$ cat config.mk
export PLATFORM = sky130hd
export DESIGN_NAME = bpc_back
export DESIGN_NICKNAME = d
export VERILOG_FILES = /design/src/hw/rtl/bpc_pkg.sv /design/src/hw/rtl/bpc_back.sv
export SDC_FILE = /design/constraint.sdc
export NUM_CORES = 2
export LEC_CHECK = 0
export BUFFER_PORTS_ARGS = -buffer_cell sky130_fd_sc_hd__buf_2
export CAP_MARGIN = 20
export CORE_ASPECT_RATIO = 1.1
export CORE_MARGIN = 4
export CORE_UTILIZATION = 35
export DETAILED_ROUTE_END_ITERATION = 10
export GPL_TIMING_DRIVEN = 1
export HOLD_SLACK_MARGIN = 0.08
export SYNTH_ARGS = -nofsm -noshare
export SYNTH_HDL_FRONTEND = slang
export SYNTH_SLANG_ARGS = --single-unit
$ cat constraint.sdc
create_clock -name clk -period 7.6 [get_ports clk]
set_input_delay 1.52 -clock clk [delete_from_list [all_inputs] [get_ports clk]]
set_output_delay 1.52 -clock clk [all_outputs]
set_load 0.02 [all_outputs]
$ cat src/hw/rtl/bpc_pkg.sv
// Shared types and constants for the barometer pressure compensation pipeline.
package bpc_pkg;

	// Field widths of one sample beat and one result beat.
	localparam int unsigned RawW   = 24;
	localparam int unsigned PressW = 27;
	localparam int unsigned TempW  = 20;
	localparam int unsigned CoefW  = 16;

	// Internal widths: temperature delta, coefficient products, offset and sensitivity.
	localparam int unsigned DtW   = RawW + 1;
	localparam int unsigned ProdW = DtW + CoefW + 1;
	localparam int unsigned AccW  = 40;

	// Configuration register map.
	localparam int unsigned NumCoefs  = 6;
	localparam int unsigned PaddrW    = 5;
	localparam int unsigned ApbDataW  = 32;

	typedef enum logic [2:0] {
		REG_SENS_BASE   = 3'd0,
		REG_OFFSET_BASE = 3'd1,
		REG_SENS_TC     = 3'd2,
		REG_OFFSET_TC   = 3'd3,
		REG_REF_TEMP    = 3'd4,
		REG_TEMP_SENS   = 3'd5
	} reg_idx_t;

	// Compensation thresholds and weights.
	localparam logic signed [TempW-1:0] TempRef   = 20'sd2000;
	localparam logic signed [19:0]      ColdShift = 20'sd3500;
	localparam logic signed [18:0]      ColdLimit = -19'sd3500;
	localparam int unsigned             OffWeight = 61;
	localparam int unsigned             OffCold   = 15;

	typedef struct packed {
		logic [RawW-1:0] raw_pressure;
		logic [RawW-1:0] raw_temperature;
	} sample_t;

	typedef struct packed {
		logic signed [PressW-1:0] pressure_out;
		logic signed [TempW-1:0]  temperature_out;
	} result_t;

	typedef struct packed {
		logic [CoefW-1:0] sens_base;
		logic [CoefW-1:0] offset_base;
		logic [CoefW-1:0] sens_tc;
		logic [CoefW-1:0] offset_tc;
		logic [CoefW-1:0] ref_temp;
		logic [CoefW-1:0] temp_sens;
	} coef_t;

	// Beat handed from the temperature front end to the pressure back end.
	typedef struct packed {
		logic                    valid;
		logic [RawW-1:0]         d1;
		logic signed [TempW-1:0] temp;
		logic [17:0]             t2;
		logic [37:0]             sq;
		logic [39:0]             r;
		logic signed [AccW-1:0]  off_base;
		logic signed [AccW-1:0]  sens_base;
	} front_t;

endpackage

$ cat src/hw/rtl/bpc_back.sv
// Stages four to seven: second-order correction and the split pressure product.
module bpc_back
	import bpc_pkg::*;
(
	input  logic    clk,
	input  logic    arst_n,
	input  front_t  front,
	output logic    done,
	output result_t result
);

	// Stage 4 registers.
	logic                    v_s4;
	logic [RawW-1:0]         d1_s4;
	logic signed [AccW-1:0]  off_s4, sens_s4;
	logic signed [TempW-1:0] temp_s4;
	// Stage 5 registers.
	logic                    v_s5;
	logic [43:0]             pl_s5;
	logic signed [43:0]      ph_s5;
	logic signed [AccW-1:0]  off_s5;
	logic signed [TempW-1:0] temp_s5;
	// Stage 6 registers.
	logic                    v_s6;
	logic signed [42:0]      p21_s6;
	logic signed [AccW-1:0]  off_s6;
	logic signed [TempW-1:0] temp_s6;
	// Combinational terms.
	logic [43:0]             off2, sens2;
	logic signed [63:0]      prod;
	logic signed [43:0]      diff;

	always_ff @(posedge clk or negedge arst_n) begin
		if (!arst_n) begin
			v_s4 <= 1'b0;
			v_s5 <= 1'b0;
			v_s6 <= 1'b0;
			done <= 1'b0;
		end else begin
			v_s4 <= front.valid;
			v_s5 <= v_s4;
			v_s6 <= v_s5;
			done <= v_s6;
		end
	end

	// Stage 4: offset and sensitivity corrections; the square is shifted before weighting.
	assign off2  = 44'(front.sq[37:4]) * 44'(OffWeight) + 44'(front.r) * 44'(OffCold);
	assign sens2 = {5'd0, front.sq, 1'b0} + {1'b0, front.r, 3'd0};

	always_ff @(posedge clk) begin
		d1_s4   <= front.d1;
		off_s4  <= front.off_base - $signed(off2[AccW-1:0]);
		sens_s4 <= front.sens_base - $signed(sens2[AccW-1:0]);
		temp_s4 <= front.temp - $signed({2'd0, front.t2});
	end

	// Stage 5: D1 times sensitivity as two partial products; the high one fits 44 bits.
	always_ff @(posedge clk) begin
		pl_s5   <= d1_s4 * sens_s4[19:0];
		ph_s5   <= $signed({1'b0, d1_s4}) * $signed(sens_s4[AccW-1:20]);
		off_s5  <= off_s4;
		temp_s5 <= temp_s4;
	end

	// Stage 6: combine the partial products and drop 21 fraction bits.
	assign prod = $signed({ph_s5, 20'd0}) + $signed({20'd0, pl_s5});

	always_ff @(posedge clk) begin
		p21_s6  <= prod[63:21];
		off_s6  <= off_s5;
		temp_s6 <= temp_s5;
	end

	// Stage 7: subtract the offset, scale down by 2^15 and register the result beat.
	assign diff = {p21_s6[42], p21_s6} - {{(44-AccW){off_s6[AccW-1]}}, off_s6};

	always_ff @(posedge clk) begin
		result.pressure_out    <= diff[PressW+14:15];
		result.temperature_out <= temp_s6;
	end

endmodule

# Yosys cells after proc, flatten, opt, wreduce, memory -nomap -nowiden
# Cells that the tools add are included.
# classes
n_addsub	7
multipliers	4
# op_table
operator	n
$sub 40x40->40	2
$add 63x45->63	1
$mul 24x20->44	1
$mul 25x20->43	1
$sub 42x40->42	1
$add 39x40->40	1
$add 40x40->40	1
$mul 34x6->40 const B	1
$mul 40x4->40 const B	1
$sub 20x19->20	1
# totals
reg_bits	424
output_inout_bits	48
wordCells	28

# Longest topological paths before layout
# logic_depth
depth_word	3
depth_mapped	27

# Least setup slack after synthesis
# Ideal clock, no wire load.
# synth_path
path_type	reg-to-reg
from	register d1_s4[1]
to	register pl_s5[29]
setup_ns	0.106
arrival_time_ns	6.484
required_ns	7.494
path_slack_ns	1.010
stages_incl_launch_ff	25
path_cell_list	dfxtp_1 > clkbuf_1 > clkbuf_1 > nand2_1 > fa_1 > fa_1 > inv_1 > fa_1 > fa_1 > fa_1 > fa_1 > inv_1 > fa_1 > inv_1 > ha_1 > a21o_1 > a21o_1 > a21oi_1 > o21ai_0 > a31oi_1 > a21boi_0 > o21ai_0 > a21boi_0 > or4b_2 > o311ai_0
# synth_via
elab_chain_len	1
# synth_lines
element	line_no	source
start: declaration	bpc_back.sv:14	logic [RawW-1:0] d1_s4;
start signal: assignment	bpc_back.sv:52	d1_s4 <= front.d1;
$mul 24x20->44	bpc_back.sv:60	pl_s5 <= d1_s4 * sens_s4[19:0];
end signal: assignment	bpc_back.sv:60	
end: declaration	bpc_back.sv:19	logic [43:0] pl_s5;
# No other way between the ends.

# Worst setup path in the final report
# layout_path
from	register sens_s4[31]
to	register ph_s5[42]
# layout_via
elab_chain_len	1
# layout_lines
element	line_no	source
start: declaration	bpc_back.sv:15	logic signed [AccW-1:0] off_s4, sens_s4;
start signal: assignment	bpc_back.sv:54	sens_s4 <= front.sens_base - $signed(sens2[AccW-1:0]);
$mul 25x20->43	bpc_back.sv:61	ph_s5 <= $signed({1'b0, d1_s4}) * $signed(sens_s4[AccW-1:20]);
end signal: assignment	bpc_back.sv:61	
end: declaration	bpc_back.sv:20	logic signed [43:0] ph_s5;
# No other way between the ends.

==> flow_metrics.py <==
metrics = {
    "outcome": {
        "status": "finished clean",
    },
    "sta": {
        "fin_worst_skew_ns": 0.06491,
        "setup_viol": 0,
        "tightest_slew_ns": 0.9615,
        "rsz0062_at_grt": "false",
        "finalSetupTns_ns": 0,
        "maxSlewViolCount": 0,
        "maxSlewHeadroom_pct": 35.81,
        "max_freq_ghz": 0.1391,
        "post-route-period-util_pct": 94.58,
        "finalHoldViolCount": 0,
        "period_needed_ns": 7.188,
    },
    "logic_synthesis": {
        "yosys.area.top_type_share_pct": 39.99,
        "synth-seq-area-share_pct": 14.71,
        "synth.area.top_cells": "fa_1 (40%), dfxtp_1 (15%), ha_1 (12%)",
        "synth.ff_latch_count": 404,
        "async_flop_share_pct": 0.9901,
        "syn_inst": 5750,
        "netlist_area_um2": 55120,
        "ys_types": 83,
        "synth.net_count": 7610,
        "yosysTopAreaCell": "fa_1",
        "synth-edff-count": 0,
        "synth_ff_type": "dfxtp_1",
        "syn-mean-instance-area_um2": 9.587,
        "yosys_warnings": 0,
    },
    "global_routing": {
        "antenna_found_initial": 6,
        "grt_overflow_total": 0,
        "grt_max_degree": 41,
        "grt_pass1_wl_um": 229200,
        "track_usage_pct": 17.51,
        "grt_pass1_vias": 42610,
    },
    "worst_setup_path": {
        "critPathKind": "flip-flop to flip-flop",
        "cp-start-kind": "flip-flop",
        "r2r_cells": 25,
        "cp.required_ns": 8.12,
        "cp_data_arrival_time_ns": 7.71,
        "r2r-end": "ph_s5[42]",
        "r2r_slack_ns": 0.41,
        "timing.rr.start": "sens_s4[31]",
        "endpoint": "ph_s5[42]",
        "crit_start": "sens_s4[31]",
        "end_kind": "flip-flop",
        "path_max_fanout": 12,
    },
    "layout": {
        "fillers": 15542,
        "seq_area_um2": 8120,
        "drive_gt1_share_pct": 9.442,
        "multi_input_area_um2": 41330,
        "area_growth_pct": 11.72,
        "nNetsFinal": 7910,
    },
    "place": {
        "place_congestion": 0.8859,
        "portBuffers": 270,
        "hpwl_um": 118100,
    },
    "die": {
        "dieArea_um2": 163900,
        "coreArea_um2": 156300,
        "dieHeight_um": 424.2,
        "rows": 152,
        "pin_count": 271,
        "initial_core_util_pct": 35.26,
        "die_w_um": 386.4,
    },
    "hold_path": {
        "hp-class": "flip-flop to flip-flop",
    },
    "cts": {
        "clk_latency_ns": 0.65,
        "clockBufferDepth": 3,
        "h-tree-depth": 2,
        "clkTransAtPathRegs_ns": 0.06,
        "cts-root-buf": "clkbuf_16",
        "cts.sinks": 404,
        "cts_buffers": 49,
        "cts_tree": "built",
        "cts_hold_buffers": 0,
    },
    "detailed_routing": {
        "drtIter0Drc": 1614,
        "drc": 0,
        "avgViaCountPerCell": 4.706,
        "post_drt_wl_per_cell_um": 16.93,
        "first_pass_iters": 5,
        "wirelength_um": 138400,
        "vias": 38461,
        "antenna_left": 0,
    },
    "job": {
        "drv_cap": 0,
    },
}
## cell usage in the layout (no fill, tap or decap), drive strengths merged, types with 25 or more instances in the layout
cell / n
a21o: 76
a21oi: 176
and2: 469
and3: 25
buf: 437
clkbuf: 60
dfxtp: 400
fa: 1101
ha: 536
inv: 1332
nand2: 592
nand2b: 41
nand3: 39
nor2: 143
nor2b: 25
nor3: 32
o21a: 32
o21ai: 113
xnor2: 152
xor2: 64
## metrics by stage
stage	setup slack, ns	util [%]	cells	hold slack [ns]	instance area (um^2)
final	0.4117	39.39	8172	0.3217	61580
after global routing	0.01036	39.39	8169	0.3268	61570
after CTS	0.1523	39.37	8169	0.3206	61550
after detailed placement	0.1738	38.26	8078	0.3121	59810
after global placement	0.2836	38.26	8078	0.3100	59810
after floorplan	1.010	-	5750	0.3096	55120
## how the worst min path moves through the flow
stage | from | endpoint | slack, ns | cells past startpoint
floorplan | off_s4[0] | off_s5[0] | 0.31 | 0
global placement | temp_s5[1] | temp_s6[1] | 0.31 | 0
detailed placement | off_s4[4] | off_s5[4] | 0.31 | 0
CTS | off_s5[22] | off_s6[22] | 0.32 | 0
global route | off_s5[0] | off_s6[0] | 0.33 | 0
finish | off_s5[38] | off_s6[38] | 0.32 | 0
## worst max-delay path, cell delays in order (launching register included)
cell and delay [ns]:
dfxtp_1 0.80, nand2_1 0.18, fa_1 0.56, inv_1 0.06
fa_1 0.51, inv_1 0.06, fa_1 0.53, inv_1 0.05
fa_1 0.45, fa_1 0.41, fa_1 0.52, inv_1 0.05
fa_1 0.48, inv_1 0.04, ha_1 0.31, a21o_1 0.12
a21oi_1 0.05, o21ai_0 0.44, nand3_1 0.15, o21ai_0 0.16
a211oi_2 0.06, buf_4 0.17, o31ai_2 0.39, nand4_1 0.20
a32oi_1 0.28, xnor2_1 0.09
## registers in the layout (all words and copies together) (netlist names), 20 cells and up
register	cells
temp_s5	20
off_s6	40
ph_s5	43
d1_s4	24
off_s5	40
temp_s4	20
pl_s5	24
p21_s6	42
off_s4	40
result	47
temp_s6	20
sens_s4	40
## Yosys cell counts, types with 41 or more instances
master,instances
nand2b_1,41
nand2_1,592
inv_1,1327
o21ai_0,104
a21o_1,76
fa_1,1101
nor2_1,143
ha_1,536
a21oi_1,173
clkbuf_1,179
dfxtp_1,400
xor2_1,64
xnor2_1,152
and2_1,469
## metal layers
layer | wire, um | global-route usage, %
met1 | 58780 | 22.92
met2 | 68520 | 30.54
met3 | 8079 | 2.804
met4 | 2962 | 3.642
met5 | 27 | 0
## layout make-up
cell class / instances / share of cell area (%)
Clock buffer: 60 / 2.158
Multi-Input combinational cell: 3831 / 67.12
Sequential cell: 404 / 13.19
Clock inverter: 31 / 0.6745
Tap cell: 2079 / 4.224
Inverter: 1327 / 8.089
Timing Repair Buffer: 437 / 4.535
Antenna cell: 3 / 0.01219
## cells by family (layout without fill, tap and decap cells)
family                   count (synthesis)  count (layout)  synth area share, %
XOR/XNOR                               216             216                3.432
adder cells (fa/ha/maj)               1637            1637                52.15
AO/OA/AOI/OAI                          545             545                6.512
AND/OR/NAND/NOR                       1430            1430                12.82
flip-flops                             404             404                14.71
multiplexers                             3               3              0.05901
other                                    0               3                    0
buffers and inverters                 1515            1855                10.32
## timing repair
item                                    4_1_cts  5_1_grt
resized for setup                             0       12
buffers inserted                              0        0
endpoints found under the setup margin        0       14
Power is left out: the tool's default activity adds up to more than one toggle a clock period on the data nets, which glitch-free logic cannot reach.
