<file path="src/hw/rtl/bpc_pkg.sv">
// Shared types and constants for the barometer pressure compensation pipeline.
package bpc_pkg;

	// Field widths of one sample beat and one result beat.
	localparam int unsigned RawW   = 24;
	localparam int unsigned PressW = 27;
	localparam int unsigned TempW  = 20;
	localparam int unsigned CoefW  = 16;

	// Internal widths: temperature delta, coefficient products, offset and sensitivity.
	localparam int unsigned DtW   = RawW + 1;
	localparam int unsigned ProdW = DtW + CoefW + 1;
	localparam int unsigned AccW  = 40;

	// Configuration register map.
	localparam int unsigned NumCoefs  = 6;
	localparam int unsigned PaddrW    = 5;
	localparam int unsigned ApbDataW  = 32;

	typedef enum logic [2:0] {
		REG_SENS_BASE   = 3'd0,
		REG_OFFSET_BASE = 3'd1,
		REG_SENS_TC     = 3'd2,
		REG_OFFSET_TC   = 3'd3,
		REG_REF_TEMP    = 3'd4,
		REG_TEMP_SENS   = 3'd5
	} reg_idx_t;

	// Compensation thresholds and weights.
	localparam logic signed [TempW-1:0] TempRef   = 20'sd2000;
	localparam logic signed [19:0]      ColdShift = 20'sd3500;
	localparam logic signed [18:0]      ColdLimit = -19'sd3500;
	localparam int unsigned             OffWeight = 61;
	localparam int unsigned             OffCold   = 15;

	typedef struct packed {
		logic [RawW-1:0] raw_pressure;
		logic [RawW-1:0] raw_temperature;
	} sample_t;

	typedef struct packed {
		logic signed [PressW-1:0] pressure_out;
		logic signed [TempW-1:0]  temperature_out;
	} result_t;

	typedef struct packed {
		logic [CoefW-1:0] sens_base;
		logic [CoefW-1:0] offset_base;
		logic [CoefW-1:0] sens_tc;
		logic [CoefW-1:0] offset_tc;
		logic [CoefW-1:0] ref_temp;
		logic [CoefW-1:0] temp_sens;
	} coef_t;

	// Beat handed from the temperature front end to the pressure back end.
	typedef struct packed {
		logic                    valid;
		logic [RawW-1:0]         d1;
		logic signed [TempW-1:0] temp;
		logic [17:0]             t2;
		logic [37:0]             sq;
		logic [39:0]             r;
		logic signed [AccW-1:0]  off_base;
		logic signed [AccW-1:0]  sens_base;
	} front_t;

endpackage

</file>
<file path="src/hw/rtl/bpc_cfg_regs.sv">
// Calibration coefficient register file behind an APB-style port.
module bpc_cfg_regs
	import bpc_pkg::*;
(
	input  logic                clk,
	input  logic                arst_n,
	input  logic                psel,
	input  logic                penable,
	input  logic                pwrite,
	input  logic [PaddrW-1:0]   paddr,
	input  logic [ApbDataW-1:0] pwdata,
	output logic [ApbDataW-1:0] prdata,
	output logic                pready,
	output coef_t               coef
);

	logic     wr_en;
	reg_idx_t idx;

	assign pready = 1'b1;
	assign wr_en  = psel & penable & pwrite;
	assign idx    = reg_idx_t'(paddr[PaddrW-1:2]);

	// Register writes; indexes past the map are dropped.
	always_ff @(posedge clk or negedge arst_n) begin
		if (!arst_n) begin
			coef <= '0;
		end else if (wr_en) begin
			unique case (idx)
				REG_SENS_BASE:   coef.sens_base   <= pwdata[CoefW-1:0];
				REG_OFFSET_BASE: coef.offset_base <= pwdata[CoefW-1:0];
				REG_SENS_TC:     coef.sens_tc     <= pwdata[CoefW-1:0];
				REG_OFFSET_TC:   coef.offset_tc   <= pwdata[CoefW-1:0];
				REG_REF_TEMP:    coef.ref_temp    <= pwdata[CoefW-1:0];
				REG_TEMP_SENS:   coef.temp_sens   <= pwdata[CoefW-1:0];
				default: ;
			endcase
		end
	end

	// Read mux.
	always_comb begin
		prdata = '0;
		unique case (idx)
			REG_SENS_BASE:   prdata[CoefW-1:0] = coef.sens_base;
			REG_OFFSET_BASE: prdata[CoefW-1:0] = coef.offset_base;
			REG_SENS_TC:     prdata[CoefW-1:0] = coef.sens_tc;
			REG_OFFSET_TC:   prdata[CoefW-1:0] = coef.offset_tc;
			REG_REF_TEMP:    prdata[CoefW-1:0] = coef.ref_temp;
			REG_TEMP_SENS:   prdata[CoefW-1:0] = coef.temp_sens;
			default:         prdata = '0;
		endcase
	end

endmodule

</file>
<file path="config.mk">
export PLATFORM = sky130hd
export DESIGN_NAME = bpc_cfg_regs
export DESIGN_NICKNAME = d
export VERILOG_FILES = /design/src/hw/rtl/bpc_pkg.sv /design/src/hw/rtl/bpc_cfg_regs.sv
export SDC_FILE = /design/constraint.sdc
export NUM_CORES = 1
export LEC_CHECK = 0
export ABC_AREA = 1
export BUFFER_PORTS_ARGS = -buffer_cell sky130_fd_sc_hd__buf_2
export CAP_MARGIN = 25
export CORE_ASPECT_RATIO = 0.5
export CORE_MARGIN = 2
export CORE_UTILIZATION = 46
export CTS_CLUSTER_SIZE = 20
export DETAILED_ROUTE_END_ITERATION = 10
export GPL_TIMING_DRIVEN = 0
export HOLD_SLACK_MARGIN = 0.05
export PLACE_DENSITY = 0.81
export SYNTH_ARGS = -nofsm -noshare
export SYNTH_HDL_FRONTEND = slang
export SYNTH_SLANG_ARGS = --single-unit
export TNS_END_PERCENT = 1
</file>
<file path="constraint.sdc">
create_clock -name clk -period 0.9 [get_ports clk]
set_input_delay 0.045 -clock clk [delete_from_list [all_inputs] [get_ports clk]]
set_output_delay 0.045 -clock clk [all_outputs]
set_load 0.02 [all_outputs]
</file>
# [Yosys cells after proc, flatten, opt, wreduce, memory -nomap -nowiden]
# Index checks and enable logic that the tools add are counted.
[word_totals] ff_bits=96 in_bits=42 output_inout_bits=129 word_cells=21
[classes] eq_ne=5 muxes=1 n_bitwise=2 n_reduce_logical=7
[ops] cell="$pmux 16 s6" count=1
[ops] cell="$reduce_and 2->1" count=6
[ops] cell="$eq 3x2->1 const B" count=2
[ops] cell="$eq 3x3->1 const B" count=2
[ops] cell="$eq 3x1->1 const B" count=1
[ops] cell="$logic_not 3->1" count=1
[ops] cell="$and 1x1->1" count=2

# [Depth between registers and ports, before layout]
# Gate-level depths: netlist of run 1.
[depth] depth_word=3 mapped_depth=8 ltp_nobuf=6

# [Worst setup path before layout of run 1]
# Ideal clock, no wire load.
[synth_path] kind="input-to-output" startpoint="input paddr[4]" endpoint="output prdata[7]" t_arrival_ns=0.906 required_ns=0.855 slack_ns=-0.051 path_stages=8 path_buffers=3 path_cell_list="buf_4 inv_4 buf_6 buf_4 nand4_1 nand2_1 nor2_1 nand2_1"
[synth_via] elab_chain_len=2 word_cells_on_any_way=7 classes_between="5 x eq/ne; 1 x mux; 1 x reduce/logical"
[synth_rtl] item="from (decl)" line="bpc_cfg_regs.sv:10" source="input logic [PaddrW-1:0] paddr,"
[synth_rtl] item="$eq 3x3->1 (tied with other cells)" line="bpc_cfg_regs.sv:44" source="unique case (idx)"
[synth_rtl] item="$pmux 16 s6 (*)" line="bpc_cfg_regs.sv:44"
[synth_rtl] item="to (decl)" line="bpc_cfg_regs.sv:12" source="output logic [ApbDataW-1:0] prdata,"
# Every way passes the cells marked *; elsewhere a longest branch is shown, timed or not.

# [Final worst setup path of run 1]
[layout_path] startpoint="register coef[45] (netlist name)" endpoint="output prdata[13]"
[layout_via] elab_chain_len=1
[layout_rtl] item="from (decl)" line="bpc_cfg_regs.sv:14" source="output coef_t coef"
[layout_rtl] item="$pmux 16 s6" line="bpc_cfg_regs.sv:44"
# Every way passes these cells.

==> flow_summary.ini, run 1 <==
[status]
status = complete, but fails checks
violations = negative setup slack

[worst_setup_path]
critPathLaunch = coef[45]
ff2ff_setup_slack_ns = -0.01
worstRegToRegCells = 4
start_kind = register
cpMaxStageDelayCell = dfrtp_1
arrival_ns = 1.29
critical_path.max_fanout = 3
reg2reg_from = coef[8]
end_kind = output port
cp.required_ns = 0.85
r2r-end = coef[8]
path_class = register to output port
slowest_delay_ns = 0.41
crit_chain = nand4_1 -> nand2_1 -> nor2_4 -> nand2_2 -> buf_2

[synth]
synthAdderAreaFrac_pct = 0
ys_types = 24
muxShareOfSynthArea_pct = 0
yosys_most_used_dff = dfrtp_1
synthArstFlopShare_pct = 100
syn_area_per_cell_um2 = 8.15
syn_inst = 621
synth-compound-area-share_pct = 11.7
synth_top_family_by_area = simple AND/OR/NAND/NOR gates
ys_seq_elements = 96
yosysWarnings = 0
synth_most_common_cell = nand2_1
ys_top_cells_by_area = dfrtp_1 (47%), nand2_1 (15%), o21ai_0 (6.2%)
synthSimpleGateAreaFrac_pct = 29.7
netlist.area_leader.share_pct = 47.4
synth_area_mm2 = 0.00506
synth_common_cells = nand2_1 (205), dfrtp_1 (96), o21ai_0 (63)
synth-edff-count = 0
ys_seq_area_share_pct = 47.4
synth_top_cell_by_area = dfrtp_1
synth-xor-area-share_pct = 0

[clock_network]
h-tree-depth = 3
cts_made_buffers = 9
clockBufferDepth = 2
clock_latency_ns = 0.35
path_clk_slew_ns = 0.07
clock_sinks = 96
cts_root_buf = clkbuf_16
tritoncts = done

[detailed_routing]
dr_wl_met3_um = 1740
wl_met2_um = 8230
wl_met1_um = 6890
postRouteAntennaNets = 0
wire_per_inst_um = 18.2
drtPass1Iterations = 5
via_count = 5347
routed_wirelength_um = 17500
drc = 0
drt_iter0_drc = 552
routed.top_layer = met4
avgViaCountPerCell = 5.55

[cells_and_area]
drive_gt1_share_pct = 35.0
fin_util_pct = 64.6
regMostFlops = coef
top_regs = coef: 96 flops
antenna_cells = 0
final_nets = 857
final_cell_area_mm2 = 0.00701
fill_cells = 903
largest_reg_flops = 96
area_delta_synth_final_pct = 38.4

[placement]
place.gp.congestion = 0.927
dp_hpwl_um = 12100
post_dp_cell_area_mm2 = 0.00604
port_buffers = 132
post-place-ws_ns = -0.396

[power]
p_leak_nw = 3.82
powerDensity_mw_per_mm2 = 2130
worst_ir_drop_vdd_uv = 968

[die]
io-pin-count = 171
start_util_pct = 46.7
design.core.area_mm2 = 0.0108
die_area_mm2 = 0.0119
rows = 27
die_width_um = 152
chipHeight_um = 78.2

[sta]
timing.final.crit_share_pct = 148
post-route-worst-setup-slack_ns = -0.436
slew_viol_final = 0
fin_setup_tns_ns = -13.61
fin_skew_ns = 0
max_freq_mhz = 748
slew_headroom_pct = 59.4
period_needed_ns = 1.34
worstMarginPinSlew_ns = 0.609
hold_viol = 0
timing.hold.ws_ns = 0.117
finalSetupViolCount = 113
rsz0062_at_grt = true

[global_routing]
grt_max_degree = 73
grt_pass1_wl_um = 27000
grt_pass1_vias = 5126
grt.overflow.total = 0
antenna_found_initial = 0
track_usage_pct = 29.2

[hold_path]
hold_class = primary input to async pin

[run]
maxCapViolCount = 0
logic make-up after synthesis:
group	after synthesis
AO/OA/AOI/OAI	106
buffers and inverters	95
flip-flops	96
other	2
AND/OR/NAND/NOR	322
worst max path at each step:
stage | slack (ns) | endpoint | cells after the start
2_1_floorplan | -0.01 | coef[21] | 6
3_3_place_gp | -1.15 | coef[49] | 1
3_5_place_dp | -0.40 | coef[26] | 6
4_1_cts | -0.41 | prdata[9] | 5
5_1_grt | -0.47 | prdata[7] | 5
6_report | -0.44 | prdata[13] | 5
layout make-up:
class                      instances  area (um2)  area share (%)
inverter                          36         143            2.03
buffer                            59         423            6.03
multi-input combinational        445        2280            32.6
sequential                        96        2400            34.3
clock buffer                      11         243            3.46
tap                              145         181            2.59
timing repair buffer             168        1270            18.1
clock inverter                     3        67.6           0.964
worst max-delay path: cells and delay by family, from the launching register on:
kind / cells / cell delay (ns)
buf+inv: 1 / 0.15
simple gates: 4 / 0.39
flops: 1 / 0.41
cells in the final DEF (no fill, tap or decap), drive strengths merged, types with 2 or more instances in the layout:
cell and count:
dlygate4sd3 17, nand4 38, o21ai 96, conb 17
inv 36, buf 203, nand3 42, a21oi 10
bufinv 2, nand2 208, nor2 33, clkbuf 18
dfrtp 96
what timing repair did:
item,in CTS,in global routing
setup endpoints to repair,124,200
gates resized for setup,84,32
endpoints found under the hold margin,187,0
pin swaps,23,10
setup buffers,15,3
hold buffers,17,0
where the power goes:
group          internal, W  leakage (nW)  switching [W]  total [W]
combinational      0.00195          2.45        0.00302    0.00497
sequential         0.00514          1.23       0.000690    0.00583
clock              0.00248         0.148        0.00163    0.00411
layer usage:
layer,GRT usage (%),vias up
li1,-,2402
met4,11.5,0
met3,8.45,64
met5,0,-
met2,47.7,335
met1,37.3,2546
metrics by stage:
| step | power [W] | cells |
|---|---|---|
| floorplan | 0.00828 | 636 |
| global placement | 0.00983 | 913 |
| detailed placement | 0.00995 | 914 |
| CTS | 0.0147 | 960 |
| global route | 0.0155 | 963 |
| finish | 0.0149 | 963 |
Note: power is estimated with default switching activity, not from simulation.
==> inputs of run 2 (changes only) <==
==> constraint.sdc (replaced) <==
create_clock -name clk -period 0.9 [get_ports clk]
set_input_delay 0.045 -clock clk [delete_from_list [all_inputs] [get_ports clk]]
set_output_delay 0.045 -clock clk [all_outputs]
set_load 0.05 [all_outputs]
==> run 2 against run 1 <==
Net effect:
- the run ends with negative hold slack, negative setup slack left
- flip-flop and latch count is the same
- routed wire length rose by 14%
- global-route usage is 2.3 points higher
- non-clock buffer count shrank 11
- fmax decreased by 6.2%
- clock power shrank 12%
- sequential share of layout area down 1.3 points
- worst setup slack got worse by 0.088 ns
- critical path depth did not move
- power up 20%
==> flow_summary.ini, run 2 (synthesized netlist as in run 1, its figures left out) <==
[clock_network]
clockBufferDepth = 2
path_clk_slew_ns = 0.06
clock_sinks = 96
cts_root_buf = clkbuf_16
tritoncts = done
clock_latency_ns = 0.36
ctsHoldBuffers = 16
h-tree-depth = 3
cts_made_buffers = 9

[cells_and_area]
top_regs = coef: 96 flops
regMostFlops = coef
layout_common_cells = nand2_1 (183), buf_6 (130), dfrtp_2 (96)
area_delta_synth_final_pct = 51.0
final_common_cell = nand2_1
final_nets = 846
largest_reg_flops = 96
drive_gt1_share_pct = 51.9
final_cell_area_mm2 = 0.00764

[global_routing]
grt.overflow.total = 0
antenna_found_initial = 1
grt_pass1_wl_um = 29200
grt_pass1_vias = 5407
grt_max_degree = 54
track_usage_pct = 31.5

[power]
power_frac_comb_pct = 45.1
clockPowerShare_pct = 20.1
p_sw_w = 0.00813
worst_ir_drop_vdd_uv = 1170
swShare_pct = 45.3
internal_power_w = 0.00982
powerDensity_mw_per_mm2 = 2350
sequentialPowerShare_pct = 34.8
p_leak_nw = 3.73

[sta]
fin_skew_ns = 0
fin_setup_tns_ns = -17.41
worstMarginPinSlew_ns = 0.619
slew_headroom_pct = 58.7
period_needed_ns = 1.42
post-route-worst-setup-slack_ns = -0.524
finalSetupViolCount = 122
timing.hold.ws_ns = -0.305
max_freq_mhz = 702
slew_viol_final = 0
rsz0062_at_grt = true
timing.final.crit_share_pct = 158
hold_viol = 43

[status]
status = complete, but fails checks
violations = negative hold slack, negative setup slack

[detailed_routing]
drt_iter0_drc = 721
postRouteAntennaNets = 0
via_count = 5729
drtPass1Iterations = 6
wire_per_inst_um = 20.9
drc = 0
routed_wirelength_um = 19900
avgViaCountPerCell = 6.00

[hold_path]
hold_class = primary input to async pin

[placement]
port_buffers = 132
dp_hpwl_um = 12400
place.gp.congestion = 0.901
post_dp_cell_area_mm2 = 0.00635

[die]
start_util_pct = 46.7
rows = 27
chipHeight_um = 78.2
design.core.area_mm2 = 0.0108
die_area_mm2 = 0.0119
die_width_um = 152
io-pin-count = 171

[worst_setup_path]
arrival_ns = 1.38
start_kind = register
end_kind = output port
critical_path.max_fanout = 3
path_class = register to output port
cp.required_ns = 0.85

[run]
maxCapViolCount = 0
## run 2: cell count changes in the layout (fill, tap and decap cells not counted), moves of 10 or more
cell	before	now
buf_2	107	29
buf_6	62	130
dfrtp_1	96	0
dfrtp_2	0	96
inv_1	33	23
inv_2	0	10
nand3_1	38	7
nand3_2	1	32
## run 2: metal layers
layer	vias to the layer above	part of all wire, %	global-route usage [%]
met5	-	0	0
met4	0	5.7	14.4
met3	140	12	10.5
met2	517	46	51.4
met1	2693	36	38.4
li1	2379	-	-
## run 2: timing repair
action,in CTS,in global routing
hold endpoints to repair,132,43
setup endpoints to repair,125,164
gates resized for setup,231,40
gates cloned,0,0
pin swaps,9,14
buffers inserted,2,6
## run 2: cell type report
| cell class | count | area [um2] |
|---|---|---|
| diodes | 1 | 2.50 |
| plain buffers | 59 | 472 |
| clock buffers | 11 | 233 |
| clock inverters | 5 | 33.8 |
| fillers | 714 | 3200 |
| inverters | 36 | 145 |
| multi-input cells | 445 | 2440 |
| flip-flops and latches | 96 | 2520 |
| well taps | 145 | 181 |
| repair buffers | 157 | 1610 |
## run 2: worst paths after layout
check                           slack, ns  cells past startpoint      from   endpoint
max in group asynchronous            0.50                      2    arst_n   coef[35]
worst max register to register      -0.05                      4  coef[13]   coef[13]
worst max-delay path                -0.52                      5   coef[6]  prdata[6]
worst min-delay path                -0.30                      1    arst_n   coef[24]
worst min register to register       0.53                      2  coef[79]   coef[79]
min in group clk                     0.15                      4  paddr[4]    coef[3]
## run 2: critical path, stage by stage (launching register included)
cell     delay, ns
dfrtp_2       0.43
nand4_1       0.11
nand2_1       0.09
nor2_2        0.16
nand2_2       0.07
buf_6         0.15
## run 2: power groups by stage
stage	combinational (W)	sequential [W]	clock, W
global placement	0.00637	0.00603	0
detailed placement	0.00648	0.00605	0
finish	0.00809	0.00625	0.00361
floorplan	0.00196	0.00890	0
global route	0.00839	0.00630	0.00374
CTS	0.00773	0.00617	0.00357
## run 2: metrics by stage
step                cells  setup slack (ns)  power, W  utilization [%]
finish                955            -0.524    0.0180             70.5
global route          955            -0.530    0.0184             70.5
CTS                   948            -0.459    0.0175             69.2
detailed placement    914            -0.463    0.0125             58.6
global placement      913             -1.33    0.0124             58.3
floorplan             636           -0.0996    0.0109                -
